File: config.mk
export PLATFORM = sky130hd
export DESIGN_NAME = window_hit_tester
export DESIGN_NICKNAME = d
export VERILOG_FILES = /design/src/rtl/whtst_pkg.sv /design/src/rtl/window_hit_tester.sv /design/src/rtl/whtst_ram.sv /design/src/rtl/whtst_front.sv /design/src/rtl/whtst_back.sv
export SDC_FILE = /design/constraint.sdc
export NUM_CORES = 1
export LEC_CHECK = 0
export ABC_AREA = 1
export BUFFER_PORTS_ARGS = -buffer_cell sky130_fd_sc_hd__clkbuf_2
export CAP_MARGIN = 5
export CORE_ASPECT_RATIO = 1.2
export CORE_MARGIN = 2
export CORE_UTILIZATION = 55
export DETAILED_ROUTE_END_ITERATION = 8
export PLACE_DENSITY_LB_ADDON = 0.1
export SLEW_MARGIN = 20
export SYNTH_ARGS = -nofsm -noshare
export SYNTH_HDL_FRONTEND = slang
export SYNTH_SLANG_ARGS = --single-unit
export TNS_END_PERCENT = 10
File: constraint.sdc
create_clock -name clk -period 5.3 [get_ports clk]
set_clock_uncertainty 0.15 [all_clocks]
set_input_delay 0.265 -clock clk [delete_from_list [all_inputs] [get_ports clk]]
set_output_delay 0.265 -clock clk [all_outputs]
set_load 0.005 [all_outputs]
File: src/rtl/whtst_pkg.sv
package whtst_pkg;

	// Defaults for the top-level parameters
	localparam int MAX_ENTRIES_DEF = 16;
	localparam int COORD_BITS_DEF  = 8;

	// Fixed field widths of the interface
	localparam int ENTRY_IDX_W = 4;
	localparam int WIN_IDX_W   = 4;
	localparam int ACTIVE_W    = 5;

	// Request kinds
	localparam logic REQ_WRITE = 1'b0;
	localparam logic REQ_QUERY = 1'b1;

	// Queue head as seen by the execution side
	typedef struct packed {
		logic vld;
		logic is_query;
	} whtst_head_t;

	typedef enum logic {
		ST_IDLE,
		ST_SCAN
	} whtst_state_t;

endpackage

File: src/rtl/window_hit_tester.sv
// Rectangle hit tester. Keeps a table of MAX_ENTRIES rectangles (origin, width,
// height) and answers click queries with the lowest-index entry among the first
// active_windows that contains the click; the left column of each rectangle does
// not count. A write item (req_type 0) stores one entry and returns nothing; a
// write to an index at or above MAX_ENTRIES is dropped. A query item (req_type 1)
// returns exactly one transfer on the rsp channel: hit and window_index, with
// window_index 0 on a miss. Items are taken into a two-deep queue, so the request
// side keeps moving while the table sequencer works or while a result waits, until
// both slots are full. The sequencer reads one table entry per cycle from a RAM
// with separate write and read ports and a registered read. A query reads entries
// in order up to the first hit or the search count; with a search count of zero it
// answers a miss without a read. A query starts only once the previous result has
// been taken. Entries must be written before a query searches them; active_windows
// saturates at MAX_ENTRIES. The user must write it only while the block is idle;
// the block does not enforce this. No clearing pass follows reset.
module window_hit_tester #(
	parameter int MAX_ENTRIES = whtst_pkg::MAX_ENTRIES_DEF,
	parameter int COORD_BITS  = whtst_pkg::COORD_BITS_DEF
) (
	input  logic                             clk,
	input  logic                             arst_n,
	input  logic                             cfg_wr_en,
	input  logic [whtst_pkg::ACTIVE_W-1:0]   cfg_wr_data,
	input  logic                             req_valid,
	output logic                             req_stall,
	input  logic                             req_type,
	input  logic [whtst_pkg::ENTRY_IDX_W-1:0] entry_index,
	input  logic [COORD_BITS-1:0]            origin_x,
	input  logic [COORD_BITS-1:0]            origin_y,
	input  logic [COORD_BITS-1:0]            rect_width,
	input  logic [COORD_BITS-1:0]            rect_height,
	input  logic [COORD_BITS-1:0]            click_x,
	input  logic [COORD_BITS-1:0]            click_y,
	output logic                             rsp_valid,
	input  logic                             rsp_stall,
	output logic                             hit,
	output logic [whtst_pkg::WIN_IDX_W-1:0]  window_index
);

	localparam int IDX_W = (MAX_ENTRIES > 1) ? $clog2(MAX_ENTRIES) : 1;
	localparam int PW    = IDX_W + 4 * COORD_BITS;

	logic [whtst_pkg::ACTIVE_W-1:0] active_q;
	whtst_pkg::whtst_head_t         head;
	logic [PW-1:0]                  head_payload;
	logic                           pop;

	// Hold the search count; update on every configuration write.
	always_ff @(posedge clk or negedge arst_n) begin
		if (!arst_n) begin
			active_q <= '0;
		end else if (cfg_wr_en) begin
			active_q <= cfg_wr_data;
		end
	end

	// Front: accept and classify request transfers, drop out-of-range writes,
	// and buffer the rest in order.
	whtst_front #(
		.MAX_ENTRIES(MAX_ENTRIES),
		.COORD_BITS (COORD_BITS)
	) u_front (
		.clk         (clk),
		.arst_n      (arst_n),
		.req_valid   (req_valid),
		.req_stall   (req_stall),
		.req_type    (req_type),
		.entry_index (entry_index),
		.origin_x    (origin_x),
		.origin_y    (origin_y),
		.rect_width  (rect_width),
		.rect_height (rect_height),
		.click_x     (click_x),
		.click_y     (click_y),
		.head        (head),
		.head_payload(head_payload),
		.pop         (pop)
	);

	// Back: apply writes to the table, walk the table for queries, and hold
	// each result in the output register until it is transferred.
	whtst_back #(
		.MAX_ENTRIES(MAX_ENTRIES),
		.COORD_BITS (COORD_BITS)
	) u_back (
		.clk           (clk),
		.arst_n        (arst_n),
		.head          (head),
		.head_payload  (head_payload),
		.pop           (pop),
		.active_windows(active_q),
		.rsp_valid     (rsp_valid),
		.rsp_stall     (rsp_stall),
		.hit           (hit),
		.window_index  (window_index)
	);

endmodule

File: src/rtl/whtst_ram.sv
module whtst_ram #(
	parameter int WIDTH = 32,
	parameter int DEPTH = 16
) (
	input  logic                                   clk,
	input  logic                                   we,
	input  logic [(DEPTH > 1 ? $clog2(DEPTH) : 1)-1:0] waddr,
	input  logic [WIDTH-1:0]                       wdata,
	input  logic                                   re,
	input  logic [(DEPTH > 1 ? $clog2(DEPTH) : 1)-1:0] raddr,
	output logic [WIDTH-1:0]                       rdata
);

	logic [WIDTH-1:0] mem [DEPTH];

	always_ff @(posedge clk) begin
		if (we) begin
			mem[waddr] <= wdata;
		end
		if (re) begin
			rdata <= mem[raddr];
		end
	end

endmodule

File: src/rtl/whtst_front.sv
module whtst_front #(
	parameter int MAX_ENTRIES = whtst_pkg::MAX_ENTRIES_DEF,
	parameter int COORD_BITS  = whtst_pkg::COORD_BITS_DEF,
	localparam int IDX_W      = (MAX_ENTRIES > 1) ? $clog2(MAX_ENTRIES) : 1,
	localparam int PW         = IDX_W + 4 * COORD_BITS
) (
	input  logic                             clk,
	input  logic                             arst_n,
	input  logic                             req_valid,
	output logic                             req_stall,
	input  logic                             req_type,
	input  logic [whtst_pkg::ENTRY_IDX_W-1:0] entry_index,
	input  logic [COORD_BITS-1:0]            origin_x,
	input  logic [COORD_BITS-1:0]            origin_y,
	input  logic [COORD_BITS-1:0]            rect_width,
	input  logic [COORD_BITS-1:0]            rect_height,
	input  logic [COORD_BITS-1:0]            click_x,
	input  logic [COORD_BITS-1:0]            click_y,
	output whtst_pkg::whtst_head_t           head,
	output logic [PW-1:0]                    head_payload,
	input  logic                             pop
);

	logic [PW-1:0] slot_q [2];
	logic          kind_q [2];
	logic          wr_ptr_q;
	logic          rd_ptr_q;
	logic [1:0]    cnt_q;

	logic          accept;
	logic          in_range;
	logic          push;
	logic [PW-1:0] payload;

	assign req_stall = (cnt_q == 2'd2);
	assign accept    = req_valid && !req_stall;
	assign in_range  = (32'(entry_index) < 32'(MAX_ENTRIES));
	// drop writes aimed past the table
	assign push      = accept && ((req_type == whtst_pkg::REQ_QUERY) || in_range);

	always_comb begin
		if (req_type == whtst_pkg::REQ_QUERY) begin
			payload = {IDX_W'(0), click_x, click_y, {(2 * COORD_BITS){1'b0}}};
		end else begin
			payload = {IDX_W'(entry_index), origin_x, origin_y, rect_width, rect_height};
		end
	end

	always_ff @(posedge clk) begin
		if (push) begin
			slot_q[wr_ptr_q] <= payload;
			kind_q[wr_ptr_q] <= req_type;
		end
	end

	always_ff @(posedge clk or negedge arst_n) begin
		if (!arst_n) begin
			wr_ptr_q <= 1'b0;
			rd_ptr_q <= 1'b0;
			cnt_q    <= 2'd0;
		end else begin
			if (push) begin
				wr_ptr_q <= ~wr_ptr_q;
			end
			if (pop) begin
				rd_ptr_q <= ~rd_ptr_q;
			end
			cnt_q <= cnt_q + 2'(push) - 2'(pop);
		end
	end

	assign head.vld      = (cnt_q != 2'd0);
	assign head.is_query = kind_q[rd_ptr_q];
	assign head_payload  = slot_q[rd_ptr_q];

`ifndef SYNTHESIS
	a_no_pop_empty: assert property (@(posedge clk) disable iff (!arst_n)
		pop |-> (cnt_q != 2'd0))
		else $error("queue popped while empty");

	a_cnt_bound: assert property (@(posedge clk) disable iff (!arst_n)
		(cnt_q <= 2'd2) && (((cnt_q == 2'd0) || (cnt_q == 2'd2)) == (wr_ptr_q == rd_ptr_q)))
		else $error("queue count and pointers disagree");
`endif

endmodule

File: src/rtl/whtst_back.sv
module whtst_back #(
	parameter int MAX_ENTRIES = whtst_pkg::MAX_ENTRIES_DEF,
	parameter int COORD_BITS  = whtst_pkg::COORD_BITS_DEF,
	localparam int IDX_W      = (MAX_ENTRIES > 1) ? $clog2(MAX_ENTRIES) : 1,
	localparam int CNT_W      = $clog2(MAX_ENTRIES + 1),
	localparam int PW         = IDX_W + 4 * COORD_BITS
) (
	input  logic                            clk,
	input  logic                            arst_n,
	input  whtst_pkg::whtst_head_t          head,
	input  logic [PW-1:0]                   head_payload,
	output logic                            pop,
	input  logic [whtst_pkg::ACTIVE_W-1:0]  active_windows,
	output logic                            rsp_valid,
	input  logic                            rsp_stall,
	output logic                            hit,
	output logic [whtst_pkg::WIN_IDX_W-1:0] window_index
);

	localparam int CW = COORD_BITS;

	whtst_pkg::whtst_state_t state_q, state_d;

	logic [CW-1:0]    cx_q, cy_q;
	logic [CNT_W-1:0] n_q;
	logic [CNT_W-1:0] rd_idx_q;
	logic             chk_vld_s1;
	logic [IDX_W-1:0] chk_idx_s1;
	logic             rsp_vld_q;
	logic             hit_q;
	logic [whtst_pkg::WIN_IDX_W-1:0] win_q;

	logic             out_free;
	logic [CNT_W-1:0] n_sat;
	logic             start;
	logic             issue;
	logic             finish;
	logic             ram_we;
	logic [4*CW-1:0]  ram_rdata;

	logic [CW-1:0]    ox, oy, rw, rh;
	logic [CW:0]      right, bottom, left_in;
	logic             contains;
	logic             last;

	assign out_free = !rsp_vld_q || !rsp_stall;
	assign n_sat    = (32'(active_windows) > 32'(MAX_ENTRIES)) ?
	                  CNT_W'(MAX_ENTRIES) : CNT_W'(active_windows);

	whtst_ram #(
		.WIDTH(4 * CW),
		.DEPTH(MAX_ENTRIES)
	) u_table (
		.clk  (clk),
		.we   (ram_we),
		.waddr(head_payload[PW-1 -: IDX_W]),
		.wdata(head_payload[4*CW-1:0]),
		.re   (issue),
		.raddr(rd_idx_q[IDX_W-1:0]),
		.rdata(ram_rdata)
	);

	// hit test on the entry read in the previous cycle
	assign ox       = ram_rdata[4*CW-1 -: CW];
	assign oy       = ram_rdata[3*CW-1 -: CW];
	assign rw       = ram_rdata[2*CW-1 -: CW];
	assign rh       = ram_rdata[CW-1:0];
	assign right    = {1'b0, ox} + {1'b0, rw};
	assign bottom   = {1'b0, oy} + {1'b0, rh};
	assign left_in  = {1'b0, ox} + (CW+1)'(1);
	assign contains = ({1'b0, cy_q} >= {1'b0, oy}) && ({1'b0, cy_q} < bottom) &&
	                  ({1'b0, cx_q} >= left_in) && ({1'b0, cx_q} < right);
	assign last     = ((CNT_W'(chk_idx_s1) + CNT_W'(1)) == n_q);
	assign finish   = (state_q == whtst_pkg::ST_SCAN) && chk_vld_s1 && (contains || last);

	// control outputs
	always_comb begin
		pop    = 1'b0;
		ram_we = 1'b0;
		start  = 1'b0;
		issue  = 1'b0;
		unique case (state_q)
			whtst_pkg::ST_IDLE: begin
				if (head.vld) begin
					if (head.is_query == whtst_pkg::REQ_WRITE) begin
						ram_we = 1'b1;
						pop    = 1'b1;
					end else if (out_free) begin
						pop   = 1'b1;
						start = 1'b1;
					end
				end
			end
			whtst_pkg::ST_SCAN: begin
				issue = (rd_idx_q < n_q) && !finish;
			end
			default: begin
			end
		endcase
	end

	// next state
	always_comb begin
		state_d = state_q;
		unique case (state_q)
			whtst_pkg::ST_IDLE: begin
				if (start && (n_sat != '0)) begin
					state_d = whtst_pkg::ST_SCAN;
				end
			end
			whtst_pkg::ST_SCAN: begin
				if (finish) begin
					state_d = whtst_pkg::ST_IDLE;
				end
			end
			default: begin
				state_d = whtst_pkg::ST_IDLE;
			end
		endcase
	end

	always_ff @(posedge clk or negedge arst_n) begin
		if (!arst_n) begin
			state_q    <= whtst_pkg::ST_IDLE;
			chk_vld_s1 <= 1'b0;
			rsp_vld_q  <= 1'b0;
		end else begin
			state_q    <= state_d;
			chk_vld_s1 <= issue;
			if ((start && (n_sat == '0)) || finish) begin
				rsp_vld_q <= 1'b1;
			end else if (!rsp_stall) begin
				rsp_vld_q <= 1'b0;
			end
		end
	end

	always_ff @(posedge clk) begin
		if (start) begin
			cx_q     <= head_payload[4*CW-1 -: CW];
			cy_q     <= head_payload[3*CW-1 -: CW];
			n_q      <= n_sat;
			rd_idx_q <= '0;
		end else if (issue) begin
			rd_idx_q <= rd_idx_q + CNT_W'(1);
		end
		if (issue) begin
			chk_idx_s1 <= rd_idx_q[IDX_W-1:0];
		end
		if (start && (n_sat == '0)) begin
			hit_q <= 1'b0;
			win_q <= '0;
		end else if (finish) begin
			hit_q <= contains;
			win_q <= contains ? whtst_pkg::WIN_IDX_W'(chk_idx_s1) : '0;
		end
	end

	assign rsp_valid    = rsp_vld_q;
	assign hit          = hit_q;
	assign window_index = win_q;

`ifndef SYNTHESIS
	a_check_in_scan: assert property (@(posedge clk) disable iff (!arst_n)
		chk_vld_s1 |-> (state_q == whtst_pkg::ST_SCAN))
		else $error("entry check outside a scan");

	a_scan_bound: assert property (@(posedge clk) disable iff (!arst_n)
		(state_q == whtst_pkg::ST_SCAN) |-> ((rd_idx_q <= n_q) && (n_q != '0)))
		else $error("scan index past search count");

	a_out_free_on_scan: assert property (@(posedge clk) disable iff (!arst_n)
		(start && (n_sat != '0)) |=> !rsp_vld_q)
		else $error("scan started with a result still pending");
`endif

endmodule
==> impl_metrics.py <==
metrics = {
    "status": {
        "status": "complete, no violations",
    },
    "sta": {
        "hold_viol": 0,
        "fin_tns_setup_ps": 0,
        "hold_ws_ps": 143,
        "fin_ws_ps": 1530,
        "tightest_slew_ps": 1050,
        "min_period_ps": 3770,
        "slew_headroom": 0.299,
        "drv_slew": 0,
        "period_share": 0.712,
        "fmax_ghz": 0.265,
        "setup_viol": 0,
        "rsz0062_at_grt": "false",
    },
    "clock_tree": {
        "clk_path_buf_depth": 3,
        "clk_latency_ps": 590,
        "cts_tree": "built",
        "root_buffer": "clkbuf_16",
        "htreeDepth": 3,
        "clk_pin_slew_ps": 60,
        "numClockSinks": 665,
        "cts_made_buffers": 66,
    },
    "floorplanning": {
        "die_area_um2": 51200,
        "die_width_um": 207,
        "die_y_um": 248,
        "num_rows": 89,
        "coreArea_um2": 49000,
        "io_pins": 70,
        "start_util": 0.555,
    },
    "power": {
        "power_mw": 18.4,
        "p_leak_nw": 10.8,
        "p_int_mw": 11.7,
        "clkPwrFrac": 0.247,
        "switching_share": 0.365,
        "ir_drop_mv": 0.452,
        "seqPwrFrac": 0.399,
        "netSwitchingPower_mw": 6.71,
        "power_density_nw_per_um2": 591,
        "combPwrFrac": 0.354,
    },
    "global_routing": {
        "grt_pass1_wl_um": 96700,
        "grt_max_degree": 172,
        "grt_pass1_vias": 16600,
        "overflow": 0,
        "antenna_found_initial": 3,
        "track_usage": 0.255,
    },
    "routing": {
        "wl_um": 63900,
        "wire_per_inst_um": 22.4,
        "num_vias": 16700,
        "vias_per_cell": 5.85,
        "ant_nets": 0,
        "drc_errors": 0,
        "dr.pass1.iters": 7,
        "initialDrtViolationCount": 1624,
    },
    "placement": {
        "hpwl_um": 37200,
        "place_area_um2": 28300,
        "place_inst": 2659,
        "gp_congestion": 0.789,
        "post-place-ws_ps": 1510,
        "io_buffers": 69,
    },
    "cells_and_area": {
        "drive_gt1_frac": 0.132,
        "nets": 2283,
        "final_cell_area_um2": 31100,
        "finish.utilization": 0.635,
        "synthToLayoutAreaGrowth_pct": 14.5,
        "layoutNonFillerInstCount": 2851,
    },
    "logic_synthesis": {
        "ys.flop_type": "edfxtp_1",
        "ys_ff_latch": 665,
        "yosysUniqueCellTypes": 45,
        "synth_edf_count": 643,
        "synth.net_count": 2152,
        "synthCells": 2032,
        "yosysSeqAreaShare": 0.729,
        "ys_async_sr_fraction": 0.0180,
        "avgSynthCellArea_um2": 13.4,
        "yosys_warnings": 0,
        "synth_area_um2": 27200,
    },
    "critical_path": {
        "worstPathRequired_ps": 5390,
        "crit_path_end_kind": "flip-flop",
        "critPathMaxStageDelay_ps": 430,
        "path_cells": "ha_1 -> fa_1 -> nand3_1 -> nand2_1 -> nand2_2 -> nand2_1 -> ha_1 -> nand2_1 -> nor2_1 -> nand2_1 -> nand3_1 -> nand2_1 -> nand2_1 -> nand2_1 -> nand2_1 -> nand2_1 -> nand2_4 -> inv_2 -> nand2_4 -> nand4_2 -> inv_1 -> buf_4",
        "crit_top_cell": "nand2_1",
        "rrSetupSlack_ps": 1530,
        "path_class": "reg2reg",
        "cp_max_fo": 33,
        "crit_slowest_cell": "edfxtp_1",
        "arrival_ps": 3860,
        "start_kind": "flip-flop",
    },
    "flow_run": {
        "maxCapViolCount": 0,
    },
    "min_path": {
        "hold_path.class": "in2reg",
    },
}
cells in the mapped netlist, types with 2 or more instances:
cell type	number	area, µm²
o221ai_1	50	438
o21ai_1	91	455
buf_2	37	185
nand2_1	158	593
nor3_2	3	30.0
clkinv_1	2	7.51
xnor2_1	13	114
ha_1	55	688
inv_2	5	18.8
mux2_2	49	552
nor2_8	2	40.0
inv_1	87	327
edfxtp_1	643	19300
o211ai_1	14	105
dfrtp_1	12	300
a21oi_1	28	140
nand2_4	2	22.5
a21o_1	2	15.0
nor2_1	324	1220
o21bai_1	3	22.5
xor2_1	13	114
fa_1	2	40.0
dfxtp_1	10	200
nand2_2	3	18.8
nand3b_1	3	22.5
nor2_2	3	18.8
nand3_2	3	30.0
o21ai_0	181	906
buf_4	5	37.5
clkbuf_1	68	255
nand3_1	66	330
o22ai_1	78	488
nand4_1	5	31.3
layer usage:
| metal | part of all wire | up-vias | GRT usage |
|---|---|---|---|
| met3 | 0.073 | 89 | 0.0506 |
| met1 | 0.41 | 8276 | 0.342 |
| met4 | 0.020 | 2 | 0.0784 |
| met2 | 0.50 | 563 | 0.424 |
| met5 | 0.00028 | - | 0 |
| li1 | - | 7750 | - |
logic make-up after synthesis:
| kind of cell | share of synthesized area |
|---|---|
| muxes | 0.0207 |
| xor gates and xnor gates | 0.00838 |
| AOI/OAI and AO/OA | 0.0960 |
| adders and majority gates | 0.0268 |
| buffers and inverters | 0.0309 |
| DFF | 0.729 |
| and+or+nand+nor | 0.0885 |
sequential cells by signal, summed over array words and instances (netlist names), 2 cells and up:
register,cells
u_front.slot_q,72
u_front.kind_q,2
u_back.cy_q,8
u_back.u_table.rdata,32
u_back.rd_idx_q,5
active_q,5
u_back.chk_idx_s1,4
u_back.cx_q,8
u_back.u_table.mem,512
u_front.cnt_q,2
u_back.n_q,5
u_back.window_index,4
worst max-delay path, delay by kind of cell, from the launching register on:
kind	cells	cell delay [ps]
flip-flops	1	430
adder cells (fa/ha/maj)	3	930
buffers and inverters	3	640
AND/OR/NAND/NOR	16	1220
power by group through the flow:
stage	clock [mW]	combinational, mW	sequential (mW)
2_1_floorplan	0	4.50	7.31
3_3_place_gp	0	6.27	7.44
3_5_place_dp	0	6.40	7.45
4_1_cts	4.61	6.49	7.34
5_1_grt	4.82	7.27	7.39
6_report	4.55	6.50	7.34
what timing repair did:
action	4_1_cts	5_1_grt
hold buffers	70	0
resized for setup	0	0
endpoints found under the hold margin	90	0
setup buffers	0	0
cells in the final DEF (no fill, tap or decap), types with 19 or more instances in the layout:
cell type / Yosys / layout
mux2_2: 49 / 49
inv_1: 87 / 87
nand3_1: 66 / 66
o21ai_0: 181 / 181
nand2_1: 158 / 158
edfxtp_1: 643 / 643
buf_4: 5 / 31
o221ai_1: 50 / 50
nor2_4: 0 / 19
nor2_1: 324 / 304
clkbuf_2: 0 / 69
ha_1: 55 / 55
a21oi_1: 28 / 28
clkbuf_16: 0 / 69
dlygate4sd3_1: 0 / 70
o22ai_1: 78 / 78
o21ai_1: 91 / 91
worst paths after layout:
path,from,cells past startpoint,end
worst max-delay path,u_back.u_table.rdata[24]$_DFFE_PP_,22,u_back.u_table.rdata[25]$_DFFE_PP_
worst min-delay path,req_valid,5,u_front.wr_ptr_q$_DFFE_PN0P_
worst max register to register,u_back.u_table.rdata[24]$_DFFE_PP_,22,u_back.u_table.rdata[25]$_DFFE_PP_
worst min register to register,u_back.window_index[2]$_SDFFE_PP0P_,2,u_back.window_index[2]$_SDFFE_PP0P_
max in group asynchronous,arst_n,4,u_back.state_q$_DFF_PN0_
min in group asynchronous,arst_n,3,u_back.chk_vld_s1$_DFF_PN0_
final cells by class:
cell class                 count  area [µm²]
fill                        3640       17900
tap                          637         797
antenna                        2        5.00
multi-input combinational   1161        6680
clock inverter                33         284
timing repair buffer         174        1370
sequential                   665       19800
clock buffer                  84        1800
inverter                      95         363
(Power assumes the default switching activity.)
